`src/gpm_pkg.sv`:
```
// Shared types and constants for the glob pattern matcher.
// Used by gpm_ctrl, gpm_dp and glob_pattern_matcher; depends on nothing.
package gpm_pkg;

    localparam int MAX_PATTERN_DEF = 64;
    localparam int MAX_SUBJECT_DEF = 256;

    localparam logic [7:0] CH_STAR  = 8'h2A;
    localparam logic [7:0] CH_QUERY = 8'h3F;
    localparam logic [7:0] CH_OPEN  = 8'h5B;
    localparam logic [7:0] CH_CLOSE = 8'h5D;
    localparam logic [7:0] CH_CARET = 8'h5E;
    localparam logic [7:0] CH_ESC   = 8'h5C;

    typedef enum logic [1:0] {
        OP_CLEAR = 2'd0,
        OP_PAT   = 2'd1,
        OP_SUB   = 2'd2,
        OP_EVAL  = 2'd3
    } opcode_t;

    // pointer updates in the datapath
    typedef enum logic [3:0] {
        DP_NOP,
        DP_START,
        DP_STAR,
        DP_ADV1,
        DP_ADV2,
        DP_BACK,
        DP_CLOSE_INIT,
        DP_CLOSE_INC,
        DP_SET_INIT,
        DP_SET_STEP,
        DP_SET_TAKE,
        DP_P_INC
    } dp_op_t;

    // pattern read address source
    typedef enum logic [1:0] {
        PSEL_P,
        PSEL_P1,
        PSEL_CLOSE,
        PSEL_K
    } pat_sel_t;

    typedef struct packed {
        dp_op_t   op;
        pat_sel_t pat_sel;
        logic     rd_pat;
        logic     rd_sub;
        logic     wr_pat;
        logic     wr_sub;
        logic     clr_pat;
        logic     clr_sub;
    } cmd_t;

    typedef struct packed {
        logic s_lt_n;
        logic p_lt_n;
        logic p1_lt_n;
        logic close_lt_n;
        logic k_lt_close;
        logic pd_is_star;
        logic pd_is_query;
        logic pd_is_open;
        logic pd_is_esc;
        logic pd_is_close;
        logic pd_eq_sc;
        logic sc_is_open;
        logic have_star;
        logic found;
        logic neg;
        logic ovf;
    } status_t;

endpackage

```
`src/gpm_dp.sv`:
```
// Datapath of the glob pattern matcher: pattern and subject memories,
// counts, walk pointers and compares. Depends on gpm_pkg.
module gpm_dp #(
    parameter int MAX_PATTERN = gpm_pkg::MAX_PATTERN_DEF,
    parameter int MAX_SUBJECT = gpm_pkg::MAX_SUBJECT_DEF
) (
    input  logic             clk,
    input  logic             rst_n,
    input  gpm_pkg::cmd_t    cmd,
    input  logic [7:0]       data_byte,
    output gpm_pkg::status_t st
);

    localparam int PAW = (MAX_PATTERN > 1) ? $clog2(MAX_PATTERN) : 1;
    localparam int SAW = (MAX_SUBJECT > 1) ? $clog2(MAX_SUBJECT) : 1;
    localparam int PCW = $clog2(MAX_PATTERN + 1);
    localparam int SCW = $clog2(MAX_SUBJECT + 1);

    logic [7:0] pat_mem [MAX_PATTERN];
    logic [7:0] sub_mem [MAX_SUBJECT];
    logic [7:0] pd_reg;
    logic [7:0] sc_reg;

    logic [PCW-1:0] pn_reg, p_reg, p_next, star_p_reg, star_p_next;
    logic [PCW-1:0] close_reg, close_next, k_reg, k_next;
    logic [SCW-1:0] sn_reg, s_reg, s_next, star_s_reg, star_s_next;
    logic           have_star_reg, have_star_next;
    logic           found_reg, found_next, neg_reg, neg_next;
    logic           ovf_reg;
    logic [PCW:0]   p_inc1, p_inc2;
    logic [PCW-1:0] pat_addr;

    assign p_inc1 = {1'b0, p_reg} + (PCW+1)'(1);
    assign p_inc2 = {1'b0, p_reg} + (PCW+1)'(2);

    always_comb
    begin
        case (cmd.pat_sel)
            gpm_pkg::PSEL_P:     pat_addr = p_reg;
            gpm_pkg::PSEL_P1:    pat_addr = p_inc1[PCW-1:0];
            gpm_pkg::PSEL_CLOSE: pat_addr = close_reg;
            gpm_pkg::PSEL_K:     pat_addr = k_reg;
            default:             pat_addr = p_reg;
        endcase
    end

    // memories: writes only while idle, reads registered
    always_ff @(posedge clk)
    begin
        if (cmd.wr_pat && (pn_reg < PCW'(MAX_PATTERN)))
            pat_mem[pn_reg[PAW-1:0]] <= data_byte;
        if (cmd.wr_sub && (sn_reg < SCW'(MAX_SUBJECT)))
            sub_mem[sn_reg[SAW-1:0]] <= data_byte;
        if (cmd.rd_pat)
            pd_reg <= pat_mem[pat_addr[PAW-1:0]];
        if (cmd.rd_sub)
            sc_reg <= sub_mem[s_reg[SAW-1:0]];
    end

    always_comb
    begin
        p_next         = p_reg;
        s_next         = s_reg;
        star_p_next    = star_p_reg;
        star_s_next    = star_s_reg;
        have_star_next = have_star_reg;
        close_next     = close_reg;
        k_next         = k_reg;
        found_next     = found_reg;
        neg_next       = neg_reg;
        case (cmd.op)
            gpm_pkg::DP_START:
            begin
                p_next         = '0;
                s_next         = '0;
                have_star_next = 1'b0;
            end
            gpm_pkg::DP_STAR:
            begin
                have_star_next = 1'b1;
                star_p_next    = p_reg;
                star_s_next    = s_reg;
                p_next         = p_inc1[PCW-1:0];
            end
            gpm_pkg::DP_ADV1:
            begin
                p_next = p_inc1[PCW-1:0];
                s_next = s_reg + SCW'(1);
            end
            gpm_pkg::DP_ADV2:
            begin
                p_next = p_inc2[PCW-1:0];
                s_next = s_reg + SCW'(1);
            end
            gpm_pkg::DP_BACK:
            begin
                p_next      = star_p_reg + PCW'(1);
                star_s_next = star_s_reg + SCW'(1);
                s_next      = star_s_reg + SCW'(1);
            end
            gpm_pkg::DP_CLOSE_INIT: close_next = p_inc1[PCW-1:0];
            gpm_pkg::DP_CLOSE_INC:  close_next = close_reg + PCW'(1);
            gpm_pkg::DP_SET_INIT:
            begin
                neg_next   = (pd_reg == gpm_pkg::CH_CARET);
                found_next = 1'b0;
                k_next     = (pd_reg == gpm_pkg::CH_CARET) ? p_inc2[PCW-1:0]
                                                            : p_inc1[PCW-1:0];
            end
            gpm_pkg::DP_SET_STEP:
            begin
                if (pd_reg == sc_reg)
                    found_next = 1'b1;
                k_next = k_reg + PCW'(1);
            end
            gpm_pkg::DP_SET_TAKE:
            begin
                p_next = close_reg + PCW'(1);
                s_next = s_reg + SCW'(1);
            end
            gpm_pkg::DP_P_INC: p_next = p_inc1[PCW-1:0];
            default: ;
        endcase
    end

    always_ff @(posedge clk or negedge rst_n)
    begin
        if (!rst_n)
        begin
            pn_reg        <= '0;
            sn_reg        <= '0;
            ovf_reg       <= 1'b0;
            p_reg         <= '0;
            s_reg         <= '0;
            star_p_reg    <= '0;
            star_s_reg    <= '0;
            have_star_reg <= 1'b0;
            close_reg     <= '0;
            k_reg         <= '0;
            found_reg     <= 1'b0;
            neg_reg       <= 1'b0;
        end
        else
        begin
            p_reg         <= p_next;
            s_reg         <= s_next;
            star_p_reg    <= star_p_next;
            star_s_reg    <= star_s_next;
            have_star_reg <= have_star_next;
            close_reg     <= close_next;
            k_reg         <= k_next;
            found_reg     <= found_next;
            neg_reg       <= neg_next;
            if (cmd.clr_pat)
            begin
                pn_reg  <= '0;
                ovf_reg <= 1'b0;
            end
            else if (cmd.wr_pat)
            begin
                if (pn_reg < PCW'(MAX_PATTERN))
                    pn_reg <= pn_reg + PCW'(1);
                else
                    ovf_reg <= 1'b1;
            end
            else if (cmd.wr_sub)
            begin
                if (sn_reg < SCW'(MAX_SUBJECT))
                    sn_reg <= sn_reg + SCW'(1);
                else
                    ovf_reg <= 1'b1;
            end
            if (cmd.clr_sub)
                sn_reg <= '0;
        end
    end

    always_comb
    begin
        st.s_lt_n      = (s_reg < sn_reg);
        st.p_lt_n      = (p_reg < pn_reg);
        st.p1_lt_n     = (p_inc1 < {1'b0, pn_reg});
        st.close_lt_n  = (close_reg < pn_reg);
        st.k_lt_close  = (k_reg < close_reg);
        st.pd_is_star  = (pd_reg == gpm_pkg::CH_STAR);
        st.pd_is_query = (pd_reg == gpm_pkg::CH_QUERY);
        st.pd_is_open  = (pd_reg == gpm_pkg::CH_OPEN);
        st.pd_is_esc   = (pd_reg == gpm_pkg::CH_ESC);
        st.pd_is_close = (pd_reg == gpm_pkg::CH_CLOSE);
        st.pd_eq_sc    = (pd_reg == sc_reg);
        st.sc_is_open  = (sc_reg == gpm_pkg::CH_OPEN);
        st.have_star   = have_star_reg;
        st.found       = found_reg;
        st.neg         = neg_reg;
        st.ovf         = ovf_reg;
    end

endmodule

```
`src/gpm_ctrl.sv`:
```
// Controller of the glob pattern matcher: intake, match walk sequencing
// and the result register. Depends on gpm_pkg.
module gpm_ctrl (
    input  logic             clk,
    input  logic             rst_n,
    input  logic             in_valid,
    output logic             in_stall,
    input  logic [1:0]       opcode,
    output logic             out_valid,
    input  logic             out_stall,
    output logic             matched,
    output logic             overflow,
    output gpm_pkg::cmd_t    cmd,
    input  gpm_pkg::status_t st
);

    typedef enum logic [3:0] {
        S_IDLE,
        S_RD,
        S_DEC,
        S_SCAN_RD,
        S_SCAN_CHK,
        S_CARET,
        S_SET_RD,
        S_SET_CHK,
        S_ESC_CHK,
        S_TR_RD,
        S_TR_CHK,
        S_DONE
    } state_t;

    state_t state_reg, state_next;
    logic   res_reg, res_next;
    logic   out_valid_reg, out_valid_next;
    logic   matched_reg, matched_next;
    logic   overflow_reg, overflow_next;
    logic   mismatch;

    assign in_stall  = (state_reg != S_IDLE);
    assign out_valid = out_valid_reg;
    assign matched   = matched_reg;
    assign overflow  = overflow_reg;

    always_comb
    begin
        cmd            = '0;
        cmd.op         = gpm_pkg::DP_NOP;
        cmd.pat_sel    = gpm_pkg::PSEL_P;
        state_next     = state_reg;
        res_next       = res_reg;
        mismatch       = 1'b0;
        out_valid_next = out_valid_reg && out_stall;
        matched_next   = matched_reg;
        overflow_next  = overflow_reg;
        case (state_reg)
            S_IDLE:
                if (in_valid)
                begin
                    case (gpm_pkg::opcode_t'(opcode))
                        gpm_pkg::OP_CLEAR: cmd.clr_pat = 1'b1;
                        gpm_pkg::OP_PAT:   cmd.wr_pat = 1'b1;
                        gpm_pkg::OP_SUB:   cmd.wr_sub = 1'b1;
                        gpm_pkg::OP_EVAL:
                        begin
                            cmd.op     = gpm_pkg::DP_START;
                            state_next = S_RD;
                        end
                        default: ;
                    endcase
                end
            S_RD:
                if (!st.s_lt_n)
                    state_next = S_TR_RD;
                else
                begin
                    cmd.rd_pat = 1'b1;
                    cmd.rd_sub = 1'b1;
                    state_next = S_DEC;
                end
            S_DEC:
                if (st.p_lt_n && st.pd_is_star)
                begin
                    cmd.op     = gpm_pkg::DP_STAR;
                    state_next = S_RD;
                end
                else if (st.p_lt_n && st.pd_is_query)
                begin
                    cmd.op     = gpm_pkg::DP_ADV1;
                    state_next = S_RD;
                end
                else if (st.p_lt_n && st.pd_is_open)
                begin
                    cmd.op     = gpm_pkg::DP_CLOSE_INIT;
                    state_next = S_SCAN_RD;
                end
                else if (st.p_lt_n && st.pd_is_esc)
                begin
                    if (st.p1_lt_n)
                    begin
                        cmd.rd_pat  = 1'b1;
                        cmd.pat_sel = gpm_pkg::PSEL_P1;
                        state_next  = S_ESC_CHK;
                    end
                    else
                        mismatch = 1'b1;
                end
                else if (st.p_lt_n && st.pd_eq_sc)
                begin
                    cmd.op     = gpm_pkg::DP_ADV1;
                    state_next = S_RD;
                end
                else
                    mismatch = 1'b1;
            S_SCAN_RD:
                if (st.close_lt_n)
                begin
                    cmd.rd_pat  = 1'b1;
                    cmd.pat_sel = gpm_pkg::PSEL_CLOSE;
                    state_next  = S_SCAN_CHK;
                end
                else if (st.sc_is_open)
                begin
                    // unclosed bracket matches a literal '['; any other byte ends the walk unmatched
                    cmd.op     = gpm_pkg::DP_ADV1;
                    state_next = S_RD;
                end
                else
                begin
                    res_next   = 1'b0;
                    state_next = S_DONE;
                end
            S_SCAN_CHK:
                if (st.pd_is_close)
                begin
                    cmd.rd_pat  = 1'b1;
                    cmd.pat_sel = gpm_pkg::PSEL_P1;
                    state_next  = S_CARET;
                end
                else
                begin
                    cmd.op     = gpm_pkg::DP_CLOSE_INC;
                    state_next = S_SCAN_RD;
                end
            S_CARET:
            begin
                cmd.op     = gpm_pkg::DP_SET_INIT;
                state_next = S_SET_RD;
            end
            S_SET_RD:
                if (st.found || !st.k_lt_close)
                begin
                    if (st.found != st.neg)
                    begin
                        cmd.op     = gpm_pkg::DP_SET_TAKE;
                        state_next = S_RD;
                    end
                    else
                        mismatch = 1'b1;
                end
                else
                begin
                    cmd.rd_pat  = 1'b1;
                    cmd.pat_sel = gpm_pkg::PSEL_K;
                    state_next  = S_SET_CHK;
                end
            S_SET_CHK:
            begin
                cmd.op     = gpm_pkg::DP_SET_STEP;
                state_next = S_SET_RD;
            end
            S_ESC_CHK:
                if (st.pd_eq_sc)
                begin
                    cmd.op     = gpm_pkg::DP_ADV2;
                    state_next = S_RD;
                end
                else
                    mismatch = 1'b1;
            S_TR_RD:
                if (st.p_lt_n)
                begin
                    cmd.rd_pat = 1'b1;
                    state_next = S_TR_CHK;
                end
                else
                begin
                    res_next   = 1'b1;
                    state_next = S_DONE;
                end
            S_TR_CHK:
                if (st.pd_is_star)
                begin
                    cmd.op     = gpm_pkg::DP_P_INC;
                    state_next = S_TR_RD;
                end
                else
                begin
                    res_next   = 1'b0;
                    state_next = S_DONE;
                end
            S_DONE:
                if (!out_valid_reg || !out_stall)
                begin
                    cmd.clr_sub    = 1'b1;
                    out_valid_next = 1'b1;
                    matched_next   = res_reg && !st.ovf;
                    overflow_next  = st.ovf;
                    state_next     = S_IDLE;
                end
            default: state_next = S_IDLE;
        endcase

        // back to the byte after the last star, or fail
        if (mismatch)
        begin
            if (st.have_star)
            begin
                cmd.op     = gpm_pkg::DP_BACK;
                state_next = S_RD;
            end
            else
            begin
                res_next   = 1'b0;
                state_next = S_DONE;
            end
        end
    end

    always_ff @(posedge clk or negedge rst_n)
    begin
        if (!rst_n)
        begin
            state_reg     <= S_IDLE;
            res_reg       <= 1'b0;
            out_valid_reg <= 1'b0;
            matched_reg   <= 1'b0;
            overflow_reg  <= 1'b0;
        end
        else
        begin
            state_reg     <= state_next;
            res_reg       <= res_next;
            out_valid_reg <= out_valid_next;
            matched_reg   <= matched_next;
            overflow_reg  <= overflow_next;
        end
    end

endmodule

```
`src/glob_pattern_matcher.sv`:
```
// Glob pattern matcher top level: joins gpm_ctrl and gpm_dp.
// Depends on gpm_pkg, gpm_ctrl, gpm_dp.
//
// Input channel (in_valid/in_stall, opcode, data_byte): clear pattern,
// append pattern byte, append subject byte, evaluate. Clear and append
// items are taken back to back. An evaluate item stalls intake while a
// sequencer walks both memories through one pattern read port and one
// subject read port: a plain step (star, '?', literal, mismatch) reads
// both memories, then decodes; an escape also reads the escaped byte. A
// closed bracket is scanned to its closing bracket, checked for a caret,
// then its set members are tested; an unclosed one is scanned, then
// compared as a literal. After the subject ends, trailing stars are
// skipped. Backtracking after a star repeats steps, so the walk length
// is data dependent, quadratic in the worst case. Shortest case (empty
// subject, empty pattern): the walk goes from S_RD to S_TR_RD to S_DONE.
// Output channel (out_valid/out_stall, matched, overflow): one item per
// evaluate. The result sits in an output register; load items keep being
// taken while it waits, and a later evaluate holds its result until the
// register is free. Reset clears counts, overflow flag and both channels;
// memory contents are not cleared and need no clearing pass.
module glob_pattern_matcher #(
    parameter int MAX_PATTERN = gpm_pkg::MAX_PATTERN_DEF,
    parameter int MAX_SUBJECT = gpm_pkg::MAX_SUBJECT_DEF
) (
    input  logic       clk,
    input  logic       rst_n,
    input  logic       in_valid,
    output logic       in_stall,
    input  logic [1:0] opcode,
    input  logic [7:0] data_byte,
    output logic       out_valid,
    input  logic       out_stall,
    output logic       matched,
    output logic       overflow
);

    gpm_pkg::cmd_t    cmd;
    gpm_pkg::status_t st;

    gpm_ctrl u_ctrl (
        .clk       (clk),
        .rst_n     (rst_n),
        .in_valid  (in_valid),
        .in_stall  (in_stall),
        .opcode    (opcode),
        .out_valid (out_valid),
        .out_stall (out_stall),
        .matched   (matched),
        .overflow  (overflow),
        .cmd       (cmd),
        .st        (st)
    );

    gpm_dp #(
        .MAX_PATTERN (MAX_PATTERN),
        .MAX_SUBJECT (MAX_SUBJECT)
    ) u_dp (
        .clk       (clk),
        .rst_n     (rst_n),
        .cmd       (cmd),
        .data_byte (data_byte),
        .st        (st)
    );

    a_match_excl_ovf: assert property (@(posedge clk) disable iff (!rst_n)
        out_valid |-> !(matched && overflow))
        else $error("matched reported together with overflow");

    a_eval_stalls: assert property (@(posedge clk) disable iff (!rst_n)
        (in_valid && !in_stall && opcode == gpm_pkg::OP_EVAL) |=> in_stall)
        else $error("intake not stalled after evaluate");

    a_result_from_walk: assert property (@(posedge clk) disable iff (!rst_n)
        $rose(out_valid) |-> $past(in_stall))
        else $error("result appeared without an evaluate walk");

endmodule
```
`config.mk`:
```
export PLATFORM = sky130hd
export DESIGN_NAME = glob_pattern_matcher
export DESIGN_NICKNAME = d
export VERILOG_FILES = /design/src/gpm_pkg.sv /design/src/gpm_dp.sv /design/src/gpm_ctrl.sv /design/src/glob_pattern_matcher.sv
export SDC_FILE = /design/constraint.sdc
export NUM_CORES = 2
export LEC_CHECK = 0
export BUFFER_PORTS_ARGS = -buffer_cell sky130_fd_sc_hd__buf_2
export CAP_MARGIN = 10
export CORE_MARGIN = 8
export CORE_UTILIZATION = 30
export CTS_CLUSTER_SIZE = 20
export DETAILED_ROUTE_END_ITERATION = 7
export PLACE_DENSITY = 0.52
export RECOVER_POWER = 100
export SKIP_CTS_REPAIR_TIMING = 1
export SYNTH_ARGS = -nofsm -noshare
export SYNTH_HDL_FRONTEND = slang
export SYNTH_SLANG_ARGS = --single-unit
```
`constraint.sdc`:
```
create_clock -name clk -period 7.85 [get_ports clk]
set_clock_uncertainty 0.05 [all_clocks]
set_input_delay 1.9625 -clock clk [delete_from_list [all_inputs] [get_ports clk]]
set_output_delay 1.9625 -clock clk [all_outputs]
set_load 0.05 [all_outputs]
```
==> metrics.md <==
| Metric | Value |
|---|---|
| Power share of the clock group | `33.2%` |
| TritonRoute pass-1 iters | `5` |
| CTS tree | `yes` |
| Most frequent CP cell | `a21o_1` |
| Worst Setup Start Kind | `flop` |
| Power Density | `333 nW/um2` |
| Status | `finished with violations` |
| Fin nets | `5,154` |
| Global-route wire length before repair | `382,000 um` |
| Fin. Hold Viols | `0` |
| Ys flop type | `edfxtp_1` |
| Failing checks | `capacitance limit, slew limit` |
| Htree depth | `5` |
| Layout cells sized above 1 | `24.0%` |
| Crit path max fanout | `63` |
| Hold slack | `0.421 ns` |
| DRC violations left | `0` |
| Port bufs | `17` |
| Initial Util | `30.1%` |
| Largest net degree at the start of global routing | `201` |
| Flops & latches, synth | `2,650` |
| Syn Area/Cell | `21.1 um2` |
| M2 GR Usage | `22.2%` |
| Worst slew margin | `-280%` |
| Yosys Warn Count | `0` |
| CTS Sinks | `2,650` |
| Unrepaired setup endpoints after global routing | `false` |
| Final worst slack | `1.25 ns` |
| Sequential share of power | `41.0%` |
| Met1 Use GR | `19.7%` |
| Internal power | `28.1 mW` |
| Cell variety after synth | `78` |
| # Max-Cap Violations | `34` |
| Total Die Area | `370,000 um2` |
| WL final | `264,000 um` |
| P&R area growth vs syn | `13.9%` |
| GRT Overall Usage | `13.8%` |
| CTS clk-pin slew, worst paths | `0.06 ns` |
| Upper clock frequency limit | `0.152 GHz` |
| CP max stage cell | `dfrtp_1` |
| Delay-heaviest family, CP | `flip-flops` |
| Die H | `609 um` |
| Seq/Total Area, Yosys | `75.2%` |
| # setup viols final | `0` |
| CP Class | `reg2reg` |
| DP Worst Slack | `2.03 ns` |
| Combinational share of power | `25.8%` |
| Core ar. | `349,000 um2` |
| Per-cell routed wire length | `26.6 um` |
| CP required | `8.32 ns` |
| CP Buf/Inv Count | `2` |
| Post-DP HPWL | `156,000 um` |
| Sw frac | `29.5%` |
| DP Area | `111,000 um2` |
| Hold WC Path Type | `reg2reg` |
| EDFF count, synth | `2,576` |
| Most Crowded Layer GR | `met2` |
| Asr flop ratio synth | `2.79%` |
| Pwr Total | `39.9 mW` |
| Mapped Cells | `4,986` |
| NetSw | `11.8 mW` |
| Gpl congestion | `0.827` |
| Initial DRC Count | `5,005` |
| Period utilization | `84.1%` |
| Net Count, Synth | `5,044` |
| Post-route cell area | `120,000 um2` |
| Number of flip-flops in the largest register | `2,048` |
| I/O pin total | `18` |
| Initial antenna violation count | `12` |
| Num CTS Buffers | `297` |
| Tmin final | `6.60 ns` |
| Non-Filler Instances | `9,927` |
| DR vias | `50.2k` |
| Die Span X | `609 um` |
| Critical Path AT | `7.06 ns` |
| Number of vias per cell | `5.06` |
| Sum Neg Setup Slack | `0 ns` |
| R2R setup slack | `1.25 ns` |
| Worst stage delay on the critical path | `2.80 ns` |
| Finished Core Util | `34.3%` |
| Skew-Pair Late Insertion Delay | `0.90 ns` |
| Critical path cell sequence | `buf_12 > ha_1 > a21o_1 > a21o_1 > a21o_1 > a21o_1 > a21o_1 > a21o_1 > a211oi_1 > nor2_1 > o211ai_1 > clkbuf_1` |
| Vias in the first global route | `52.0k` |
| Row count | `217` |
| Routing usage on met3 | `2.06%` |
| Worst Max-Slew Pin Slew | `5.70 ns` |
| Leak pwr | `36.2 nW` |
| Post-Syn Area | `105,000 um2` |
| Cell Count Post-Placement | `9,396` |
| Gr ovfl total | `0` |
| Clock buffer depth | `4` |
| Nature of the critical path endpoint | `flop` |
| Final Max Slew Viols | `1,747` |
| Clk root buf | `clkbuf_16` |
| Max VDD drop | `0.000329 V` |
| Detail Route Antenna Nets | `0` |
==> synthesized netlist by cell type, types with 16 or more instances <==
library cell  instances  area share [%]
nor2_1              387             1.4
a21o_1               16            0.11
a211oi_1             32            0.23
and3_1               20            0.12
xnor2_1              30            0.25
mux2_2               45            0.48
o21ai_0              83            0.39
ha_1                 44            0.52
clkbuf_1            173            0.62
mux2i_1              63            0.60
buf_1                64            0.23
inv_1                29            0.10
xor2_1               18            0.15
nor3_1               24            0.11
dfrtp_1              74             1.8
edfxtp_1           2576              73
a21oi_1              69            0.33
nand2_1             112            0.40
mux4_2              764              16
nand3_1              56            0.27
nor2b_1              39            0.23
buf_2                29            0.14
o22ai_1              21            0.12
==> cell usage in the layout, fill, tap and decap left out, drive strengths merged, types with 7 or more instances in the layout <==
cell type / instances
a211oi: 34
a21o: 16
a21oi: 69
a221o: 7
a221oi: 13
a22oi: 7
a31oi: 9
and2: 8
and3: 20
and4: 11
buf: 47
bufinv: 14
clkbuf: 420
clkinv: 121
clkinvlp: 8
dfrtp: 74
diode: 7
edfxtp: 2576
ha: 44
inv: 41
mux2: 45
mux2i: 64
mux4: 764
nand2: 112
nand2b: 15
nand3: 56
nand4: 12
nor2: 388
nor2b: 39
nor3: 24
nor4: 7
o211ai: 7
o21ai: 89
o221ai: 15
o22ai: 21
xnor2: 30
xor2: 18
==> kinds of logic after synthesis <==
family                   count (synthesis)  synth area share [%]
multiplexers                           873                  17.4
buffers and inverters                  319                  1.28
XOR/XNOR                                48                 0.399
adder cells (fa/ha/maj)                 44                 0.523
flip-flops                            2650                  75.2
AND/OR/NAND/NOR                        716                  3.03
AO/OA/AOI/OAI                          336                  2.14
==> worst paths after layout <==
kind / depth (start not counted) / to / from
setup / recovery: 12 / u_dp.pd_reg[6]$_DFFE_PP_ / u_dp.s_reg[1]$_DFFE_PN0P_
hold / removal: 2 / u_ctrl.matched$_DFFE_PN0P_ / u_ctrl.res_reg$_DFF_PN0_
setup reg to reg: 12 / u_dp.pd_reg[6]$_DFFE_PP_ / u_dp.s_reg[1]$_DFFE_PN0P_
hold reg to reg: 2 / u_ctrl.matched$_DFFE_PN0P_ / u_ctrl.res_reg$_DFF_PN0_
max in group asynchronous: 2 / u_dp.s_reg[4]$_DFFE_PN0P_ / rst_n
min in group asynchronous: 1 / u_dp.close_reg[0]$_DFFE_PN0P_ / rst_n
==> per-layer routing <==
metal / wire length (um) / share of wire (%)
met5: 0 / 0
met4: 6400 / 2.4
met3: 14700 / 5.6
met2: 125000 / 47
met1: 117000 / 45
==> power by group through the flow <==
stage | Combinational (mW) | Clock [mW] | Sequential (mW)
floorplan | 7.27 | 0 | 16.2
global placement | 10.5 | 0 | 16.6
detailed placement | 10.5 | 0 | 16.6
CTS | 10.5 | 13.6 | 16.3
global route | 11.0 | 14.1 | 16.4
finish | 10.3 | 13.3 | 16.4
==> worst min-delay path, stage by stage, from the launching register on <==
cell	delay, ns
dfrtp_1	0.34
nand3b_1	0.07
o21ai_0	0.07
==> layout make-up <==
class	count	area (um2)
clock buffers	373	7820
well taps	4599	5750
flip-flops and latches	2650	79200
clock inverters	151	1400
inverters	33	124
diodes	7	17.5
multi-input cells	2017	24800
repair buffers	97	800
fillers	32400	229000
No activity file was read; power rests on OpenSTA's default activity.
